<file path="src/hw/rtl/srg_pkg.sv">
package srg_pkg;

  localparam int unsigned DataW = 32;
  localparam int unsigned CfgIdxW = 3;

  localparam logic [DataW-1:0] QMax = 32'h7FFF_FFFF;
  localparam logic [DataW-1:0] QMin = 32'h8000_0000;
  localparam logic [DataW-1:0] ScaleOne = 32'h0001_0000;

  // configuration register indexes
  typedef enum logic [CfgIdxW-1:0] {
    CFG_OFFSET_FIRST  = 3'd0,
    CFG_OFFSET_SECOND = 3'd1,
    CFG_SCALE_FIRST   = 3'd2,
    CFG_SCALE_SECOND  = 3'd3,
    CFG_COMBINE_OP    = 3'd4,
    CFG_OFFSET_INSIDE = 3'd5,
    CFG_REVERSED      = 3'd6,
    CFG_UNUSED        = 3'd7
  } cfg_idx_t;

  typedef enum logic [1:0] {
    COMB_ADD = 2'd0,
    COMB_SUB = 2'd1,
    COMB_MUL = 2'd2,
    COMB_DIV = 2'd3
  } comb_op_t;

  typedef enum logic [1:0] {
    PH_ZERO    = 2'd0,
    PH_SEEDED  = 2'd1,
    PH_COMPUTE = 2'd2,
    PH_THREE   = 2'd3
  } phase_t;

  // sequencer states
  typedef enum logic [3:0] {
    ST_IDLE,
    ST_T1_PRE,
    ST_T1_MUL,
    ST_T1_POST,
    ST_T2_PRE,
    ST_T2_MUL,
    ST_T2_POST,
    ST_PROD,
    ST_COMB,
    ST_DIV,
    ST_DIV_FIN,
    ST_OUT
  } state_t;

  typedef struct packed {
    logic signed [DataW-1:0] offset_first;
    logic signed [DataW-1:0] offset_second;
    logic signed [DataW-1:0] scale_first;
    logic signed [DataW-1:0] scale_second;
    comb_op_t                combine_op;
    logic                    offset_inside;
    logic                    reversed;
  } cfg_t;

  // divider control
  typedef struct packed {
    logic start;
    logic busy;
    logic done;
  } div_ctl_t;

  // saturate a 33-bit sum to 32 bits
  function automatic logic [DataW:0] sat33(input logic signed [DataW:0] x);
    logic [DataW:0] r;
    if (x[DataW] != x[DataW-1]) begin
      r = {1'b1, (x[DataW] ? QMin : QMax)};
    end else begin
      r = {1'b0, x[DataW-1:0]};
    end
    return r;
  endfunction

  // saturate a 64-bit product shifted right by 16 (floor) to 32 bits
  function automatic logic [DataW:0] satq(input logic signed [2*DataW-1:0] p);
    logic signed [2*DataW-17:0] s;
    logic [DataW:0] r;
    s = p[2*DataW-1:16];
    if (s > $signed({{(DataW-16){1'b0}}, QMax}) ||
        s < $signed({{(DataW-16){1'b1}}, QMin})) begin
      r = {1'b1, (s[2*DataW-17] ? QMin : QMax)};
    end else begin
      r = {1'b0, s[DataW-1:0]};
    end
    return r;
  endfunction

endpackage

</file>
<file path="src/hw/rtl/srg_if.sv">
interface srg_in_if;
  logic                       valid;
  logic                       ready;
  logic                       op;
  logic [srg_pkg::DataW-1:0]  seed_first;
  logic [srg_pkg::DataW-1:0]  seed_second;
  modport source (output valid, op, seed_first, seed_second, input ready);
  modport sink (input valid, op, seed_first, seed_second, output ready);
endinterface

interface srg_out_if;
  logic                       valid;
  logic                       ready;
  logic [srg_pkg::DataW-1:0]  value;
  logic                       overflow;
  logic                       divide_by_zero;
  modport source (output valid, value, overflow, divide_by_zero, input ready);
  modport sink (input valid, value, overflow, divide_by_zero, output ready);
endinterface

</file>
<file path="src/hw/rtl/srg_cfg_regs.sv">
module srg_cfg_regs (
  input  logic                                clk,
  input  logic                                rst_n,
  input  logic                                cfg_we,
  input  logic [srg_pkg::CfgIdxW-1:0]         cfg_index,
  input  logic [srg_pkg::DataW-1:0]           cfg_wdata,
  output srg_pkg::cfg_t                       cfg
);

  srg_pkg::cfg_t cfg_r;

  // register file, synchronous reset
  always_ff @(posedge clk) begin
    if (!rst_n) begin
      cfg_r.offset_first  <= '0;
      cfg_r.offset_second <= '0;
      cfg_r.scale_first   <= srg_pkg::ScaleOne;
      cfg_r.scale_second  <= srg_pkg::ScaleOne;
      cfg_r.combine_op    <= srg_pkg::COMB_ADD;
      cfg_r.offset_inside <= 1'b0;
      cfg_r.reversed      <= 1'b0;
    end else if (cfg_we) begin
      unique case (srg_pkg::cfg_idx_t'(cfg_index))
        srg_pkg::CFG_OFFSET_FIRST:  cfg_r.offset_first  <= cfg_wdata;
        srg_pkg::CFG_OFFSET_SECOND: cfg_r.offset_second <= cfg_wdata;
        srg_pkg::CFG_SCALE_FIRST:   cfg_r.scale_first   <= cfg_wdata;
        srg_pkg::CFG_SCALE_SECOND:  cfg_r.scale_second  <= cfg_wdata;
        srg_pkg::CFG_COMBINE_OP:    cfg_r.combine_op    <= srg_pkg::comb_op_t'(cfg_wdata[1:0]);
        srg_pkg::CFG_OFFSET_INSIDE: cfg_r.offset_inside <= cfg_wdata[0];
        srg_pkg::CFG_REVERSED:      cfg_r.reversed      <= cfg_wdata[0];
        default: ;
      endcase
    end
  end

  assign cfg = cfg_r;

endmodule

</file>
<file path="src/hw/rtl/srg_divider.sv">
module srg_divider (
  input  logic                              clk,
  input  logic                              rst_n,
  input  srg_pkg::div_ctl_t                 ctl_in,
  input  logic signed [srg_pkg::DataW-1:0]  num,
  input  logic signed [srg_pkg::DataW-1:0]  den,
  output srg_pkg::div_ctl_t                 ctl_out,
  output logic [srg_pkg::DataW:0]           quot
);

  // restoring radix-2 divide of |num|<<16 by |den|, one quotient bit a cycle
  localparam int unsigned NumW = srg_pkg::DataW + 16;
  localparam int unsigned CntW = $clog2(NumW + 1);

  logic [NumW-1:0]          rem_r, rem_nxt;
  logic [NumW-1:0]          q_r, q_nxt;
  logic [NumW-1:0]          dvd_r, dvd_nxt;
  logic [srg_pkg::DataW-1:0] dabs_r, dabs_nxt;
  logic                     neg_r, neg_nxt;
  logic [CntW-1:0]          cnt_r, cnt_nxt;
  logic                     busy_r, busy_nxt;
  logic                     done_r, done_nxt;
  logic [NumW:0]            trial;
  logic [NumW-1:0]          nabs;
  logic signed [NumW:0]     sq;

  always_comb begin
    nabs = num[srg_pkg::DataW-1] ? NumW'(-{{16{num[srg_pkg::DataW-1]}}, num}) << 16
                                 : NumW'({{16{1'b0}}, num}) << 16;
    trial = {rem_r, dvd_r[NumW-1]} - {{(NumW-srg_pkg::DataW+1){1'b0}}, dabs_r};
  end

  // iteration control
  always_comb begin
    rem_nxt  = rem_r;
    q_nxt    = q_r;
    dvd_nxt  = dvd_r;
    dabs_nxt = dabs_r;
    neg_nxt  = neg_r;
    cnt_nxt  = cnt_r;
    busy_nxt = busy_r;
    done_nxt = 1'b0;
    if (ctl_in.start) begin
      rem_nxt  = '0;
      q_nxt    = '0;
      dvd_nxt  = nabs;
      dabs_nxt = den[srg_pkg::DataW-1] ? -den : den;
      neg_nxt  = num[srg_pkg::DataW-1] ^ den[srg_pkg::DataW-1];
      cnt_nxt  = CntW'(NumW);
      busy_nxt = 1'b1;
    end else if (busy_r) begin
      dvd_nxt = dvd_r << 1;
      if (!trial[NumW]) begin
        rem_nxt = trial[NumW-1:0];
        q_nxt   = {q_r[NumW-2:0], 1'b1};
      end else begin
        rem_nxt = {rem_r[NumW-2:0], dvd_r[NumW-1]};
        q_nxt   = {q_r[NumW-2:0], 1'b0};
      end
      cnt_nxt = cnt_r - 1'b1;
      if (cnt_r == CntW'(1)) begin
        busy_nxt = 1'b0;
        done_nxt = 1'b1;
      end
    end
  end

  always_ff @(posedge clk) begin
    if (!rst_n) begin
      busy_r <= 1'b0;
      done_r <= 1'b0;
      cnt_r  <= '0;
    end else begin
      busy_r <= busy_nxt;
      done_r <= done_nxt;
      cnt_r  <= cnt_nxt;
    end
    rem_r  <= rem_nxt;
    q_r    <= q_nxt;
    dvd_r  <= dvd_nxt;
    dabs_r <= dabs_nxt;
    neg_r  <= neg_nxt;
  end

  // sign and saturation of the quotient
  always_comb begin
    sq = neg_r ? -$signed({1'b0, q_r}) : $signed({1'b0, q_r});
    if (sq > $signed({{(NumW-srg_pkg::DataW+1){1'b0}}, srg_pkg::QMax})) begin
      quot = {1'b1, srg_pkg::QMax};
    end else if (sq < $signed({{(NumW-srg_pkg::DataW+1){1'b1}}, srg_pkg::QMin})) begin
      quot = {1'b1, srg_pkg::QMin};
    end else begin
      quot = {1'b0, sq[srg_pkg::DataW-1:0]};
    end
    ctl_out.start = 1'b0;
    ctl_out.busy  = busy_r;
    ctl_out.done  = done_r;
  end

endmodule

</file>
<file path="src/hw/rtl/second_order_recurrence_generator_top.sv">
// Second-order recurrence generator, Q16.16, one shared 32x32 multiplier.
// Load and the first advance after a load go from idle straight to output; add, subtract,
// multiply and divide first compute both terms, and a divide by a nonzero denominator then
// runs the 48-step radix-2 divider. The output is held until out_ch.ready.
// One transaction at a time; in.ready is high only in idle. rst_n is synchronous:
// configuration registers return to defaults, elements to zero, phase to computing.
module second_order_recurrence_generator_top (
  input  logic                               clk,
  input  logic                               rst_n,
  srg_in_if.sink                             in_ch,
  srg_out_if.source                          out_ch,
  input  logic                               cfg_we,
  input  logic [srg_pkg::CfgIdxW-1:0]        cfg_index,
  input  logic [srg_pkg::DataW-1:0]          cfg_wdata
);

  localparam int unsigned W = srg_pkg::DataW;

  srg_pkg::cfg_t     cfg;
  srg_pkg::state_t   state_r, state_nxt;
  srg_pkg::phase_t   phase_r, phase_nxt;
  srg_pkg::div_ctl_t dctl_in, dctl_out;

  logic signed [W-1:0]   older_r, older_nxt, newer_r, newer_nxt;
  logic signed [W-1:0]   e_r, e_nxt, a_r, a_nxt, b_r, b_nxt;
  logic signed [W-1:0]   mx_r, mx_nxt, my_r, my_nxt;
  logic signed [2*W-1:0] prod_r;
  logic [W-1:0]          res_r, res_nxt;
  logic                  ovf_r, ovf_nxt, dz_r, dz_nxt;
  logic                  ovalid_r, ovalid_nxt;
  logic [W:0]            sat_pre, sat_post, sat_mul, sat_comb;
  logic [W:0]            quot;

  srg_cfg_regs u_cfg (
    .clk(clk), .rst_n(rst_n), .cfg_we(cfg_we), .cfg_index(cfg_index),
    .cfg_wdata(cfg_wdata), .cfg(cfg)
  );

  srg_divider u_div (
    .clk(clk), .rst_n(rst_n), .ctl_in(dctl_in), .num(a_r), .den(b_r),
    .ctl_out(dctl_out), .quot(quot)
  );

  // shared multiplier, registered
  always_ff @(posedge clk) begin
    prod_r <= mx_r * my_r;
  end

  // term arithmetic helpers
  always_comb begin
    logic signed [W-1:0] off;
    logic is_first;
    is_first = (state_r == srg_pkg::ST_T1_PRE) || (state_r == srg_pkg::ST_T1_POST);
    off = is_first ? cfg.offset_first : cfg.offset_second;
    sat_pre  = srg_pkg::sat33({e_r[W-1], e_r} + {off[W-1], off});
    sat_mul  = srg_pkg::satq(prod_r);
    // offset added at full product precision, saturated once
    sat_post = srg_pkg::satq(prod_r + {{16{off[W-1]}}, off, 16'b0});
    unique case (cfg.combine_op)
      srg_pkg::COMB_ADD: sat_comb = srg_pkg::sat33({a_r[W-1], a_r} + {b_r[W-1], b_r});
      srg_pkg::COMB_SUB: sat_comb = srg_pkg::sat33({a_r[W-1], a_r} - {b_r[W-1], b_r});
      default:           sat_comb = sat_mul;
    endcase
  end

  // next state
  always_comb begin
    state_nxt = state_r;
    unique case (state_r)
      srg_pkg::ST_IDLE: begin
        if (in_ch.valid) begin
          if (!in_ch.op || phase_r == srg_pkg::PH_SEEDED) begin
            state_nxt = srg_pkg::ST_OUT;
          end else begin
            state_nxt = srg_pkg::ST_T1_PRE;
          end
        end
      end
      srg_pkg::ST_T1_PRE:  state_nxt = srg_pkg::ST_T1_MUL;
      srg_pkg::ST_T1_MUL:  state_nxt = srg_pkg::ST_T1_POST;
      srg_pkg::ST_T1_POST: state_nxt = srg_pkg::ST_T2_PRE;
      srg_pkg::ST_T2_PRE:  state_nxt = srg_pkg::ST_T2_MUL;
      srg_pkg::ST_T2_MUL:  state_nxt = srg_pkg::ST_T2_POST;
      srg_pkg::ST_T2_POST: begin
        state_nxt = (cfg.combine_op == srg_pkg::COMB_MUL ||
                     (cfg.combine_op == srg_pkg::COMB_DIV && b_nxt != '0)) ?
                    srg_pkg::ST_PROD : srg_pkg::ST_COMB;
      end
      srg_pkg::ST_PROD: begin
        state_nxt = (cfg.combine_op == srg_pkg::COMB_DIV) ?
                    srg_pkg::ST_DIV : srg_pkg::ST_COMB;
      end
      srg_pkg::ST_COMB:    state_nxt = srg_pkg::ST_OUT;
      srg_pkg::ST_DIV:     if (dctl_out.done) state_nxt = srg_pkg::ST_DIV_FIN;
      srg_pkg::ST_DIV_FIN: state_nxt = srg_pkg::ST_OUT;
      srg_pkg::ST_OUT:     if (out_ch.ready) state_nxt = srg_pkg::ST_IDLE;
      default:             state_nxt = srg_pkg::ST_IDLE;
    endcase
  end

  // datapath outputs
  always_comb begin
    older_nxt  = older_r;
    newer_nxt  = newer_r;
    phase_nxt  = phase_r;
    e_nxt      = e_r;
    a_nxt      = a_r;
    b_nxt      = b_r;
    mx_nxt     = mx_r;
    my_nxt     = my_r;
    res_nxt    = res_r;
    ovf_nxt    = ovf_r;
    dz_nxt     = dz_r;
    ovalid_nxt = ovalid_r;
    dctl_in    = '0;
    unique case (state_r)
      srg_pkg::ST_IDLE: begin
        if (in_ch.valid) begin
          ovf_nxt = 1'b0;
          dz_nxt  = 1'b0;
          if (!in_ch.op) begin
            older_nxt  = in_ch.seed_first;
            newer_nxt  = in_ch.seed_second;
            phase_nxt  = srg_pkg::PH_SEEDED;
            res_nxt    = in_ch.seed_first;
            ovalid_nxt = 1'b1;
          end else if (phase_r == srg_pkg::PH_SEEDED) begin
            phase_nxt  = srg_pkg::PH_COMPUTE;
            res_nxt    = newer_r;
            ovalid_nxt = 1'b1;
          end else begin
            e_nxt = cfg.reversed ? older_r : newer_r;
          end
        end
      end
      srg_pkg::ST_T1_PRE, srg_pkg::ST_T2_PRE: begin
        mx_nxt = (state_r == srg_pkg::ST_T1_PRE) ? cfg.scale_first : cfg.scale_second;
        if (cfg.offset_inside) begin
          my_nxt  = sat_pre[W-1:0];
          ovf_nxt = ovf_r | sat_pre[W];
        end else begin
          my_nxt = e_r;
        end
      end
      srg_pkg::ST_T1_POST, srg_pkg::ST_T2_POST: begin
        if (cfg.offset_inside) begin
          res_nxt = sat_mul[W-1:0];
          ovf_nxt = ovf_r | sat_mul[W];
        end else begin
          res_nxt = sat_post[W-1:0];
          ovf_nxt = ovf_r | sat_post[W];
        end
        if (state_r == srg_pkg::ST_T1_POST) begin
          a_nxt = res_nxt;
          e_nxt = cfg.reversed ? newer_r : older_r;
        end else begin
          b_nxt  = res_nxt;
          mx_nxt = a_r;
          my_nxt = res_nxt;
        end
      end
      // product of the terms in flight; divider starts from registered terms
      srg_pkg::ST_PROD: begin
        if (cfg.combine_op == srg_pkg::COMB_DIV) begin
          dctl_in.start = 1'b1;
        end
      end
      srg_pkg::ST_COMB: begin
        if (cfg.combine_op == srg_pkg::COMB_DIV) begin
          dz_nxt  = 1'b1;
          res_nxt = (a_r == '0) ? '0 : (a_r[W-1] ? srg_pkg::QMin : srg_pkg::QMax);
        end else begin
          res_nxt = sat_comb[W-1:0];
          ovf_nxt = ovf_r | sat_comb[W];
        end
        older_nxt  = newer_r;
        newer_nxt  = res_nxt;
        phase_nxt  = srg_pkg::PH_COMPUTE;
        ovalid_nxt = 1'b1;
      end
      srg_pkg::ST_DIV_FIN: begin
        res_nxt    = quot[W-1:0];
        ovf_nxt    = ovf_r | quot[W];
        older_nxt  = newer_r;
        newer_nxt  = res_nxt;
        phase_nxt  = srg_pkg::PH_COMPUTE;
        ovalid_nxt = 1'b1;
      end
      srg_pkg::ST_OUT: begin
        if (out_ch.ready) ovalid_nxt = 1'b0;
      end
      default: ;
    endcase
  end

  always_ff @(posedge clk) begin
    if (!rst_n) begin
      state_r  <= srg_pkg::ST_IDLE;
      phase_r  <= srg_pkg::PH_COMPUTE;
      older_r  <= '0;
      newer_r  <= '0;
      ovalid_r <= 1'b0;
    end else begin
      state_r  <= state_nxt;
      phase_r  <= phase_nxt;
      older_r  <= older_nxt;
      newer_r  <= newer_nxt;
      ovalid_r <= ovalid_nxt;
    end
    e_r   <= e_nxt;
    a_r   <= a_nxt;
    b_r   <= b_nxt;
    mx_r  <= mx_nxt;
    my_r  <= my_nxt;
    res_r <= res_nxt;
    ovf_r <= ovf_nxt;
    dz_r  <= dz_nxt;
  end

  assign in_ch.ready           = (state_r == srg_pkg::ST_IDLE);
  assign out_ch.valid          = ovalid_r;
  assign out_ch.value          = res_r;
  assign out_ch.overflow       = ovf_r;
  assign out_ch.divide_by_zero = dz_r;

endmodule
</file>
<file path="src/flat_wrapper.sv">
// flat-port wrapper written by rule: the top's interface ports become plain ports
module second_order_recurrence_generator_top_flat 
  (clk, rst_n, cfg_we, cfg_index, cfg_wdata, in_ch_valid, in_ch_op, in_ch_seed_first, in_ch_seed_second, in_ch_ready, out_ch_valid, out_ch_value, out_ch_overflow, out_ch_divide_by_zero, out_ch_ready);
  srg_in_if in_ch_i ();
  srg_out_if out_ch_i ();
  input  logic clk;
  input  logic rst_n;
  input  logic cfg_we;
  input  logic [srg_pkg::CfgIdxW-1:0] cfg_index;
  input  logic [srg_pkg::DataW-1:0] cfg_wdata;
  input wire logic [$bits(in_ch_i.valid)-1:0] in_ch_valid;
  input wire logic [$bits(in_ch_i.op)-1:0] in_ch_op;
  input wire logic [$bits(in_ch_i.seed_first)-1:0] in_ch_seed_first;
  input wire logic [$bits(in_ch_i.seed_second)-1:0] in_ch_seed_second;
  output wire logic [$bits(in_ch_i.ready)-1:0] in_ch_ready;
  output wire logic [$bits(out_ch_i.valid)-1:0] out_ch_valid;
  output wire logic [$bits(out_ch_i.value)-1:0] out_ch_value;
  output wire logic [$bits(out_ch_i.overflow)-1:0] out_ch_overflow;
  output wire logic [$bits(out_ch_i.divide_by_zero)-1:0] out_ch_divide_by_zero;
  input wire logic [$bits(out_ch_i.ready)-1:0] out_ch_ready;
  assign in_ch_i.valid = in_ch_valid;
  assign in_ch_i.op = in_ch_op;
  assign in_ch_i.seed_first = in_ch_seed_first;
  assign in_ch_i.seed_second = in_ch_seed_second;
  assign in_ch_ready = in_ch_i.ready;
  assign out_ch_valid = out_ch_i.valid;
  assign out_ch_value = out_ch_i.value;
  assign out_ch_overflow = out_ch_i.overflow;
  assign out_ch_divide_by_zero = out_ch_i.divide_by_zero;
  assign out_ch_i.ready = out_ch_ready;
  second_order_recurrence_generator_top u_core (.clk(clk), .rst_n(rst_n), .in_ch(in_ch_i), .out_ch(out_ch_i), .cfg_we(cfg_we), .cfg_index(cfg_index), .cfg_wdata(cfg_wdata));
endmodule
</file>
<file path="config.mk">
export PLATFORM = sky130hd
export DESIGN_NAME = second_order_recurrence_generator_top_flat
export DESIGN_NICKNAME = d
export VERILOG_FILES = /design/src/hw/rtl/srg_pkg.sv /design/src/hw/rtl/srg_if.sv /design/src/hw/rtl/srg_cfg_regs.sv /design/src/hw/rtl/srg_divider.sv /design/src/hw/rtl/second_order_recurrence_generator_top.sv /design/src/flat_wrapper.sv
export SDC_FILE = /design/constraint.sdc
export NUM_CORES = 2
export LEC_CHECK = 0
export BUFFER_PORTS_ARGS = -buffer_cell sky130_fd_sc_hd__clkbuf_2
export CORE_MARGIN = 10
export CORE_UTILIZATION = 66
export DETAILED_ROUTE_END_ITERATION = 8
export GPL_TIMING_DRIVEN = 0
export HOLD_SLACK_MARGIN = 0.08
export MAX_ROUTING_LAYER = met4
export PLACE_DENSITY = 0.83
export SYNTH_ARGS = -nofsm -noshare
export SYNTH_HDL_FRONTEND = slang
export SYNTH_SLANG_ARGS = --single-unit
</file>
<file path="constraint.sdc">
create_clock -name clk -period 18 [get_ports clk]
set_input_delay 0 -clock clk [delete_from_list [all_inputs] [get_ports clk]]
set_output_delay 0 -clock clk [all_outputs]
set_load 0.02 [all_outputs]
</file>
* Word level (Yosys, flattened, before mapping) *
Index checks and enable logic that the tools add are counted.

word-level totals
  input bits = 105
  bits in registers = 646
  word-level logic and storage cells = 217
  output and inout port bits = 36

cells by class
  eq/ne operators = 37
  muxes and demuxes = 81
  $mul = 1
  bitwise operators = 8
  reduce and logical (&&, ||, !) cells = 44
  add/sub/neg operators = 9
  order comparisons = 6

operator list
  kind                  number
  $mux 32               29
  $pmux 32 s2           4
  $mux 33               7
  $mux 48               4
  $pmux 32 s4           1
  $gt 48x32->1 const B  2
  $lt 48x32->1 const B  2
  $pmux 32 s3           1
  $add 32x32->33        2
  $pmux 33 s2           1
  $add 64x64->64        1
  $mul 32x32->64        1
  $neg 32->32           2
  $gt 49x32->1 const B  1
  $lt 49x32->1 const B  1
  $mux 49               1
  $neg 48->49           1
  $sub 49x32->49        1
  $pmux 4 s11           1
  $sub 32x32->33        1
  $logic_not 32->1      1
  $reduce_bool 32->1    1
  $mux 31               1
  $mux 4                5
  41 further kinds      114

* Longest topological paths before layout *
  depth after elaboration = 15
  depth in mapped cells = 34
  depth with buffers taken out = 33

* By module *
A second synthesis with hierarchy kept.

second synthesis, totals
  cells, all modules = 8349
  area total of the unflattened synthesis = 74385.1 um^2

modules (own cells, without submodules)
  module                                 sequential area each (um^2)  instances  area each (um^2)  cells an instance
  second_order_recurrence_generator_top  7887.6                       1          58129.5           6540
  srg_divider                            4033.9                       1          11377.2           1341
  srg_cfg_regs                           2642.5                       1          4878.4            468

* Least setup slack after synthesis *
Ideal clock, no wire load.

  path type = flip-flop to flip-flop
  start = register u_core.my_r[8]
  end = register u_core.prod_r[63]
  library setup time = 78 ps
  clock period less this slack = 8190 ps
  path slack = 9810 ps
  stages on the path, launching flop included = 32
  arrival = 8112 ps
  path through = edfxtp_1 clkbuf_1 nand2_1 fa_1 inv_1 fa_1 fa_1 fa_1 fa_1 inv_1 fa_1 inv_1 fa_1 inv_1 fa_1 inv_1 ha_1 a211oi_1 nand2_1 a2111o_1 inv_1 a211o_1 nor2_1 o31ai_1 a21o_1 a2111oi_0 o2111ai_1 a41oi_1 a2111oi_0 nor3_1 o211a_1 nor3_1

between the ends
  cells in the longest elaborated chain, start to end = 1

ends and longest elaborated chain
  element                 RTL line                                      text
  from (decl)             second_order_recurrence_generator_top.sv:26   logic signed [W-1:0] mx_r, mx_nxt, my_r, my_nxt;
  from (signal assigned)  second_order_recurrence_generator_top.sv:214  my_r <= my_nxt;
  $mul 32x32->64          second_order_recurrence_generator_top.sv:46   prod_r <= mx_r * my_r;
  to (signal assigned)    second_order_recurrence_generator_top.sv:46
  to (decl)               second_order_recurrence_generator_top.sv:27   logic signed [2*W-1:0] prod_r;

Every way passes these cells.
A chain may end at the register's enable or synchronous reset.

* Worst setup path in the final report *
  start = register u_core.mx_r[18]
  end = register u_core.prod_r[63]

between the ends
  cells in the longest elaborated chain, start to end = 1

ends and longest elaborated chain
  element                 RTL line                                      text
  from (decl)             second_order_recurrence_generator_top.sv:26
  from (signal assigned)  second_order_recurrence_generator_top.sv:213  mx_r <= mx_nxt;
  $mul 32x32->64          second_order_recurrence_generator_top.sv:46

Every way passes these cells.

==> metrics.md <==
| Metric | Value |
|---|---|
| Status | finished with violations |
| Failing checks | design-rule violations, max-capacitance violations, max-slew violations |
| Placed cell count | 10,020 |
| Slew Viols, Final | 9 |
| Unique masters post-synth | 112 |
| Critical path required time | 18.59 ns |
| Rel. slew slack | -4.364% |
| P&R area growth vs syn | 8.424% |
| TNS Setup | 0 ns |
| R2r endpoint | u_core.prod_r[63] |
| CTS clk-pin slew, worst paths | 0.06 ns |
| Sequential fraction of the synthesis area | 19.70% |
| First-pass GRT wire length | 437.5 mm |
| Tightest Hold Check Type | primary input to register |
| Vias in the first global route | 68,360 |
| Post-Syn Area | 0.07392 mm² |
| Final Routed Wirelength | 300.2 mm |
| Final period utilization | 63.73% |
| Slew @ Worst Pin | 1.549 ns |
| Root buf cell | clkbuf_16 |
| Drt first pass iters | 9 |
| Hold EP | u_core.u_cfg.cfg[112] |
| ANT nets after route | 0 |
| H-tree depth | 3 |
| Top-area cell type share of the netlist area | 29.41% |
| Most frequent cell on the critical path | fa_1 |
| Clock Sink Count | 614 |
| Antenna violations before repair | 32 |
| Filler cells | 7,995 |
| Row count | 122 |
| Nets@finish | 10,260 |
| Fmax | 0.08717 GHz |
| Register-to-Register Path Depth | 28 |
| Synth warn | 0 |
| Initial core utilization | 66.61% |
| Cells after Synth | 8,388 |
| Final hold viol count | 0 |
| Critical Path Max Stage Delay | 0.97 ns |
| Min-Delay Path Depth | 4 |
| Total gr overflow | 0 |
| Setup Skew | 0.02981 ns |
| Pin count of the biggest net entering global routing | 41 |
| Type of the worst setup path | register to register |
| Clk_lat worst skew | 0.67 ns |
| CP max stage cell | clkbuf_1 |
| Syn Nets | 9,939 |
| CTS Buf Count | 70 |
| Layout cells sized above 1 | 4.928% |
| Initial DRC count | 8,762 |
| GRT Overall Usage | 48.50% |
| Final cell count without fillers | 10,290 |
| Final HPWL DP | 241.0 mm |
| RSZ-0062 raised after global routing | false |
| Ys async rst share | 0% |
| Worst slack, placed | 6.889 ns |
| Max cap viols | 3 |
| Die H | 354.7 µm |
| Vias post-DR | 66,990 |
| PostCTS Resize Cnt | 0 |
| Ys flop type | dfxtp_1 |
| Core Box Area | 0.1110 mm² |
| Finish-stage setup viols | 0 |
| Vias/cell | 6.511 |
| Critical Path End Type | register |
| Setup slack, reg-to-reg | 6.53 ns |
| Data arrival time of the critical path | 12.06 ns |
| TritonCTS clock tree | built |
| Worst Setup Start Kind | register |
| Syn Area/Cell | 8.813 µm² |
| PortBufs | 138 |
| Die ar. | 0.1258 mm² |
| Ranking of synthesized cells by area | fa_1 29%, dfxtp_1 10%, edfxtp_1 9.2%, nand2_1 7.4%, inv_1 6.5% |
| Post-synth EDFFs | 227 |
| Synth area leader | fa_1 |
| Routability cong. | 1.141 |
| Reg-to-reg startpoint | u_core.mx_r[18] |
| Postcts setup bufs | 0 |
| DRC violations left | 3 |
| Hold path startpoint | cfg_wdata[12] |
| WL per Instance | 29.18 µm |
| Hold_ws | 0.2105 ns |
| Yosys reg bits | 614 |
| Top Ports | 141 |
| Worst-case clock buffer depth | 3 |
| Worst setup margin | 6.528 ns |
| Die W | 354.7 µm |
| Crit path time final | 11.47 ns |
| CP max FO | 12 |
## sequential cells by signal, summed over array words and instances (netlist names), 2 cells and up
| name | count |
|---|---|
| u_core.a_r | 32 |
| u_core.b_r | 32 |
| u_core.e_r | 32 |
| u_core.mx_r | 32 |
| u_core.my_r | 32 |
| u_core.newer_r | 32 |
| u_core.older_r | 32 |
| u_core.out_ch.value | 32 |
| u_core.phase_r | 2 |
| u_core.prod_r | 48 |
| u_core.state_r | 4 |
| u_core.u_cfg.cfg | 132 |
| u_core.u_div.cnt_r | 6 |
| u_core.u_div.dabs_r | 32 |
| u_core.u_div.dvd_r | 32 |
| u_core.u_div.q_r | 48 |
| u_core.u_div.rem_r | 48 |
## layout make-up
class                   count  area, µm²  area share (%)
well taps                1488       1862           2.323
clock inverters            36      384.1          0.4793
plain buffers             476       1879           2.345
flip-flops and latches    614      14560           18.17
inverters                1283       4816           6.009
diodes                     34      85.08          0.1062
clock buffers              94       2024           2.526
repair buffers            249       1829           2.282
multi-input cells        6015      52710           65.76
## repair_timing
action	CTS	global route
hold endpoints to repair	226	0
hold buffers	103	0
setup endpoints to repair	0	0
## Yosys cell counts, types with 36 or more instances
master,n
a21o_1,86
mux2_2,68
o31ai_1,67
fa_1,1086
nand3_1,103
and3_1,36
nand2_1,1456
mux2i_1,150
nor4_1,38
o211a_1,38
a211oi_1,65
nor2_1,314
nor2b_1,51
xor2_1,131
clkbuf_1,426
edfxtp_1,227
and2_1,265
dfxtp_1,387
nand2b_1,65
a21oi_1,339
xnor2_1,181
o21a_1,44
ha_1,360
or3_1,61
a21boi_0,148
o21ai_0,325
nor3_1,77
inv_1,1281
nand4_1,38
## stage by stage
stage | util (%) | cell area [µm²]
finish | 72.22 | 80150
global route | 72.20 | 80120
CTS | 72.11 | 80020
detailed placement | 69.01 | 76580
global placement | 68.91 | 76470
floorplan | - | 73920
## per-layer routing
layer  up-vias  track usage [%]  routed length (µm)
met2      5227            69.58              127200
met4         0            40.45               32470
met3      1742            16.20               40080
met1     32360            54.61              100500
met5         -                -                   0
li1      27660                -                   -
## worst max-delay path by stage
stage	startpoint	end	slack, ns	cells after the start
final	u_core.mx_r[18]	u_core.prod_r[63]	6.53	28
after global routing	u_core.my_r[6]	u_core.prod_r[61]	6.34	31
after CTS	u_core.mx_r[12]	u_core.prod_r[63]	6.75	28
after detailed placement	u_core.my_r[6]	u_core.prod_r[62]	6.89	30
after global placement	u_core.mx_r[12]	u_core.prod_r[63]	7.33	28
after floorplan	u_core.my_r[8]	u_core.prod_r[63]	9.81	31
## worst max-delay path, delay by kind of cell, from the launching register on
kind,cells,cell delay [ns]
AO/OA/AOI/OAI,7,3.48
buffers and inverters,7,1.50
flip-flops,1,0.72
adder cells (fa/ha/maj),9,4.53
AND/OR/NAND/NOR,5,1.14
## kinds of logic (layout without fill, tap and decap cells)
| kind of cell | after synthesis | after routing | share of synthesized area (%) |
|---|---|---|---|
| AND/OR/NAND/NOR | 2600 | 2600 | 16.03 |
| buffers and inverters | 1759 | 2138 | 9.054 |
| adder cells (fa/ha/maj) | 1448 | 1448 | 35.53 |
| AO/OA/AOI/OAI | 1436 | 1436 | 12.89 |
| flip-flops | 614 | 614 | 19.70 |
| XOR/XNOR | 312 | 312 | 3.697 |
| multiplexers | 219 | 219 | 3.097 |
| other | 0 | 34 | 0 |
## cell usage in the layout (no fill, tap or decap), types with 150 or more instances in the layout
cell	Yosys	layout
fa_1	1086	1086
clkbuf_1	426	432
ha_1	360	360
nor2_1	314	313
nand2_1	1456	1456
xnor2_1	181	181
and2_1	265	265
o21ai_0	325	324
inv_1	1281	1279
mux2i_1	150	150
a21oi_1	339	339
edfxtp_1	227	227
dfxtp_1	387	387
Power is left out: the tool's default activity adds up to more than one toggle a clock period on the data nets, which glitch-free logic cannot reach.
